===== src/hw/rtl/qsl_pkg.sv =====
// Shared types and constants for the quaternion slerp core.
package qsl_pkg;

   localparam int CompW  = 16;
   localparam int CordW  = 34;
   localparam int AngW   = 32;
   localparam int RootW  = 31;
   localparam int SqW    = 61;
   localparam int NumW   = 63;
   localparam int QuotW  = 48;
   localparam int RemW   = 31;
   localparam int AtanLen = 32;

   localparam logic [AngW-1:0] PiQ30      = 32'd3373259426;
   localparam logic [AngW-1:0] HalfPiQ30  = 32'd1686629713;
   localparam logic [AngW-1:0] InvGainQ30 = 32'd652032874;
   localparam logic [RootW-1:0] OneQ30    = 31'h4000_0000;

   localparam logic [AngW-1:0] AtanTab [AtanLen] = '{
      32'd843314856, 32'd497837829, 32'd263043836, 32'd133525158, 32'd67021686,
      32'd33543515, 32'd16775850, 32'd8388437, 32'd4194282, 32'd2097149,
      32'd1048575, 32'd524287, 32'd262143, 32'd131071, 32'd65535, 32'd32767,
      32'd16383, 32'd8191, 32'd4095, 32'd2047, 32'd1023, 32'd511, 32'd255,
      32'd127, 32'd63, 32'd31, 32'd15, 32'd7, 32'd3, 32'd1, 32'd0, 32'd0
   };

   typedef struct packed {
      logic [3:0][CompW-1:0] qa;
      logic [3:0][CompW-1:0] qb;
      logic [CompW-1:0]      blend;
      logic                  degen;
   } side_type;

   typedef struct packed {
      logic [3:0][CompW-1:0] comp;
      logic                  degen;
   } result_type;

   localparam int SideW = $bits(side_type);

endpackage


===== src/hw/rtl/qsl_isqrt.sv =====
// Pipelined integer square root, one root bit per stage, with sideband.
module qsl_isqrt #(
   parameter int SW = 1
) (
   input  logic                        clock,
   input  logic                        reset,
   input  logic                        en,
   input  logic                        in_valid,
   input  logic [qsl_pkg::SqW-1:0]     in_sq,
   input  logic [SW-1:0]               in_side,
   output logic                        out_valid,
   output logic [qsl_pkg::RootW-1:0]   out_root,
   output logic [SW-1:0]               out_side
);

   localparam int RootW = qsl_pkg::RootW;
   localparam int SqW   = qsl_pkg::SqW;

   logic             v_ff    [RootW];
   logic [RootW-1:0] r_ff    [RootW];
   logic [SqW-1:0]   rem_ff  [RootW];
   logic [SW-1:0]    side_ff [RootW];

   for (genvar j = 0; j < RootW; j++) begin : g_stage
      localparam int K = RootW - 1 - j;
      logic             v_prev;
      logic [RootW-1:0] r_prev;
      logic [SqW-1:0]   rem_prev;
      logic [SW-1:0]    side_prev;
      logic [63:0]      trial;
      logic [RootW-1:0] r_in;
      logic [SqW-1:0]   rem_in;

      if (j == 0) begin : g_first
         always_comb begin
            v_prev    = in_valid;
            r_prev    = '0;
            rem_prev  = in_sq;
            side_prev = in_side;
         end
      end else begin : g_next
         always_comb begin
            v_prev    = v_ff[j-1];
            r_prev    = r_ff[j-1];
            rem_prev  = rem_ff[j-1];
            side_prev = side_ff[j-1];
         end
      end

      // root bits above K only, so the OR is an add
      always_comb begin
         trial  = (64'(r_prev) << (K + 1)) | (64'd1 << (2 * K));
         r_in   = r_prev;
         rem_in = rem_prev;
         if (64'(rem_prev) >= trial) begin
            rem_in  = rem_prev - trial[SqW-1:0];
            r_in[K] = 1'b1;
         end
      end

      always_ff @(posedge clock) begin
         if (reset) begin
            v_ff[j] <= 1'b0;
         end else if (en) begin
            v_ff[j] <= v_prev;
         end
      end

      always_ff @(posedge clock) begin
         if (en) begin
            r_ff[j]    <= r_in;
            rem_ff[j]  <= rem_in;
            side_ff[j] <= side_prev;
         end
      end
   end

   assign out_valid = v_ff[RootW-1];
   assign out_root  = r_ff[RootW-1];
   assign out_side  = side_ff[RootW-1];

endmodule


===== config.mk =====
export PLATFORM = sky130hd
export DESIGN_NAME = qsl_isqrt
export DESIGN_NICKNAME = d
export VERILOG_FILES = /design/src/hw/rtl/qsl_pkg.sv /design/src/hw/rtl/qsl_isqrt.sv
export SDC_FILE = /design/constraint.sdc
export NUM_CORES = 2
export LEC_CHECK = 0
export BUFFER_PORTS_ARGS = -buffer_cell sky130_fd_sc_hd__buf_2
export CORE_MARGIN = 2
export CORE_UTILIZATION = 64
export CTS_CLUSTER_SIZE = 28
export DETAILED_ROUTE_END_ITERATION = 16
export GPL_TIMING_DRIVEN = 0
export PLACE_DENSITY = 0.86
export SLEW_MARGIN = 20
export SYNTH_ARGS = -nofsm -noshare
export SYNTH_HDL_FRONTEND = slang
export SYNTH_SLANG_ARGS = --single-unit

===== constraint.sdc =====
create_clock -name clock -period 4.5 [get_ports clock]
set_clock_uncertainty 0.15 [all_clocks]
set_input_delay 0.225 -clock clock [delete_from_list [all_inputs] [get_ports clock]]
set_output_delay 0.225 -clock clock [all_outputs]
set_load 0.02 [all_outputs]

# == After elaboration in Yosys (flattened, before gate mapping) ==
# Memories as Yosys holds them, arrays and structs flattened.
# Index checks and enable logic that the tools add are counted.
# W data, S select, Z words.
# totals
memories,4
input_bits,66
word_cells,196
register_bits,0
mem_bits_rw,2914
# memory_table
name,words,width,rd,rd_ports_with_merged_regs,write_ports,line,rtl
rem_ff,31,61,30,0,31,qsl_isqrt.sv:21,logic [SqW-1:0] rem_ff [RootW];
r_ff,31,31,31,0,31,qsl_isqrt.sv:20,logic [RootW-1:0] r_ff [RootW];
side_ff,31,1,31,0,31,qsl_isqrt.sv:22,logic [SW-1:0] side_ff [RootW];
v_ff,31,1,31,0,31,qsl_isqrt.sv:19,logic v_ff [RootW];
# classes
n_lt_le_gt_ge,31
n_bitwise,31
addsub,31
mux,99
# ops
op,n
$mux W61,31
$mux W1,68
$ge A61 B32 Y1,1
$ge A61 B33 Y1,1
$ge A61 B34 Y1,1
$ge A61 B35 Y1,1
$ge A61 B36 Y1,1
$ge A61 B37 Y1,1
$ge A61 B38 Y1,1
$ge A61 B39 Y1,1
$ge A61 B40 Y1,1
$ge A61 B41 Y1,1
$ge A61 B42 Y1,1
$ge A61 B43 Y1,1
$ge A61 B44 Y1,1
$ge A61 B45 Y1,1
$ge A61 B46 Y1,1
$ge A61 B47 Y1,1
$ge A61 B48 Y1,1
$ge A61 B49 Y1,1
$ge A61 B50 Y1,1
$ge A61 B51 Y1,1
$ge A61 B52 Y1,1
$ge A61 B53 Y1,1
41 further kinds,71

# == Logic depth before layout (Yosys ltp) ==
# depth
depth_word,4
ltp_mapped,15
mapped_depth_nobuf,13

# == Least setup slack after synthesis ==
# Ideal clock, no wire load.
# synth_timing
kind,register -> register
startpoint,"memory rem_ff[24][50], in the netlist rem_ff[12][50]"
endpoint,"memory rem_ff[25][56], in the netlist rem_ff[12][117] (data pin)"
required_ps,4084
arrival_time_ps,3328
path_buffers,1
path_stages_with_launch,12
setup_slack_ps,756
setup_time_ps,266
path_cell_list,edfxtp_1 -> or3_1 -> or4_4 -> or4b_1 -> or2_0 -> or4b_4 -> a211oi_4 -> inv_2 -> nand2_2 -> buf_4 -> nor3_1 -> xor2_1
# synth_rtl
item,line
from (decl),qsl_isqrt.sv:21

==> results.tsv <==
metric	value	unit
Netlist cell types	89	
Pwr Density	525.2	mW/mm^2
Logic pwr share	0.226	
GR peak layer	met2	
Max-Cap Viols	0	
Die H	425.4	um
Root Buffer	clkbuf_16	
Post-Synth XOR/XNOR Area	0.06134	
post-synthesis simple-gate area fraction	0.1180	
total track usage	0.3377	
Worst-Margin Slew	1.235	ns
critical path class	reg2reg	
clock share of power	0.312	
Leak	48.23	nW
Post-synth top flop	edfxtp_1	
Final ANT Viol Nets	0	
area post-placement	0.1176	sq mm
drt wl/cell	25.87	um
DR vias	78110	
setup TNS	-0.4742	ns
type of origin of the critical path	flip-flop	
die area	0.1810	sq mm
Initial DRC Count	10130	
Synth top area share	0.6309	
Starting Density	0.6447	
final worst slack	-0.2771	ns
Peak VDD IR	0.4499	mV
register area share after synthesis	0.6309	
final instance area	0.1274	sq mm
number of synthesized register bits	2388	
Reg power frac	0.462	
Congestion Overflow GR	0	
clk slew on worst S/H paths	0.07	ns
die width	425.4	um
# rows	154	
synth-to-layout area growth	12.08	%
cell taking the most area after synthesis	edfxtp_1	
fill cell total of the finished layout	11070	
mux cell area share after synthesis	0.008917	
port buffer count	97	
largest net degree at the start of global routing	169	
status	finished, violations left	
Area contributors post-synth	edfxtp_1, ha_1, xnor2_1, xor2_1, a21oi_1	
Hold Path Origin	en	
failing checks	negative setup slack	
final setup fails	4	
CTS Buf Count	232	
period utilization	1.062	
critical path launch point	rem_ff[2][62]	
H-tree depth	4	
Net Count, Synth	9550	
met3 Usage GRT	0.06227	
Avg Cell Area, Syn	12.68	sq um
CP Capture Type	flip-flop	
ys async rst share	0	
M1 GR Usage	0.4529	
Worst EP required	4.97	ns
Clock Tree Buf Depth	3	
global-route wire length before repair	462.8	mm
Clock Latency Late Sink	0.91	ns
Synth Cell Area	0.1137	sq mm
final net count	10040	
Net Sw Frac	0.3100	
Final Critical Period	4.777	ns
YS warnings	0	
Hold Slack	0.1803	ns
DP HPWL	208.5	mm
DRC	0	
Hold Path Class	in2reg	
flop2flop setup slack	-0.28	ns
largest family of logic cells by synthesized area	simple AND/OR/NAND/NOR gates	
Sw Pwr	20.74	mW
initial antenna violation count	13	
I/O pin total	99	
total power	66.90	mW
TritonRoute pass-1 iters	9	
r2r startpoint	rem_ff[2][62]	
Mapped Cells	8961	
DR vias/cell	6.512	
Internal	46.17	mW
Hold Fails Final Rpt	0	
Post-synth EDFFs	2388	
Sink Count	2388	
CTS tree	done	
GR Util met2	0.5459	
max-slew violation count	0	
adder-cell share of the synthesized area	0.05757	
Relative slew margins	0.1692	
WL final	310.3	mm
RSZ-0062 raised after global routing	true	
layout cells sized above 1	0.07370	
Core Region	0.1763	sq mm
Worst Path Arrival	5.24	ns
vias in the first global route	75730	
Max FO, Critical Path	7	
achievable clock frequency	209.3	MHz
GPL Wtd Cong	0.9566	
complex-gate fraction of the synthesized area	0.09552	
[cell usage in the layout, fill, tap and decap left out, drive strengths merged, types with 82 or more instances in the layout]
cell type    Yosys  final
edfxtp        2388   2388
inv            645    652
nor2           628    628
a21oi          572    572
ha             523    523
nand2          514    514
clkbuf         181    447
xnor2          403    403
xor2           393    393
o21ai          360    360
nor4           314    314
nor3           251    251
a21o           225    225
nand3          136    136
buf             11    136
dlygate4sd3      0    128
nand4          125    125
o21a           110    110
nand2b         104    104
clkinv           1    104
or3             97     97
mux2            82     82
[final timing paths]
kind | to | cells past startpoint
worst max-delay path | rem_ff[3][60] | 9
worst min-delay path | side_ff[0][0] | 2
worst min register to register | rem_ff[11][67] | 0
worst max register to register | rem_ff[3][60] | 9
[sequential cells by signal, summed over array words and instances, names as in the netlist]
| register | cells |
|---|---|
| rem_ff | 1830 |
| v_ff | 31 |
| r_ff | 496 |
| side_ff | 31 |
[cells by family (layout without fill, tap and decap cells)]
logic type,count (synthesis),in the layout
compound gates,1719,1719
xor+xnor,796,796
fa+ha+maj,523,523
buf+inv,838,1524
flops,2388,2388
mux,91,91
other cells,1,9
simple gates,2605,2605
[power by group through the flow]
stage	clock, mW	combinational [mW]	sequential [mW]
finish	20.8	15.1	30.9
global route	21.8	16.5	31.1
detailed placement	0	14.2	31.1
floorplan	0	10.5	30.0
CTS	20.8	14.6	30.8
global placement	0	13.9	32.6
[synthesized netlist by cell type (110+ instances only)]
library cell and number:
a21oi_1 572, nor4_1 314, nand3_1 136, nand2_1 513, inv_1 643, a21o_1 225, nor2_1 628, xnor2_1 403
o21a_1 110, nand4_1 125, o21ai_0 355, clkbuf_1 181, ha_1 523, nor3_1 251, xor2_1 393, edfxtp_1 2388
[repair_timing]
item | CTS | global route
cloned | 0 | 0
gates resized for setup | 25 | 66
pin swaps | 1 | 4
endpoints found under the hold margin | 234 | 0
hold buffers | 128 | 0
buffers inserted | 0 | 9
endpoints found under the setup margin | 175 | 193
[layout make-up]
type                            instances  area, sq um  share of cell area
Sequential cell                      2388        71710              0.5629
Buffer                                188        749.5            0.005884
Clock inverter                        167         2182             0.01713
Multi-Input combinational cell       5735        39080              0.3068
Inverter                              646         2436             0.01912
Clock buffer                          268         5941             0.04664
Timing Repair Buffer                  255         2335             0.01833
Antenna cell                            8        20.02           0.0001572
Tap cell                             2340         2928             0.02298
[worst max-delay path, cell delays in order, from the launching register on]
cell,delay [ns]
edfxtp_1,0.43
nor4_1,1.05
nand4_1,0.49
nor4_1,0.66
nor4b_1,0.19
nand2b_1,0.14
clkbuf_1,0.46
nand3_1,0.24
nor4_1,0.47
xor2_1,0.19
[routing by layer]
layer  wire length (um)  up-vias  share of wire
met4              14290       10          0.046
met3              26800     1036          0.086
met1             122500    37910           0.39
met5                 73        -        0.00024
li1                   -    34550              -
met2             146700     4602           0.47
[per-stage QoR]
| stage | instances | utilization | worst slack (ns) |
|---|---|---|---|
| 6_report | 12000 | 0.7225 | -0.2771 |
| 5_1_grt | 11990 | 0.7224 | -0.07194 |
| 3_3_place_gp | 11400 | 0.6640 | -33.07 |
| 2_1_floorplan | 8961 | - | 0.7562 |
| 3_5_place_dp | 11420 | 0.6671 | -0.7686 |
| 4_1_cts | 11980 | 0.7209 | 0.01311 |
Power figures use the tool's default switching activity.
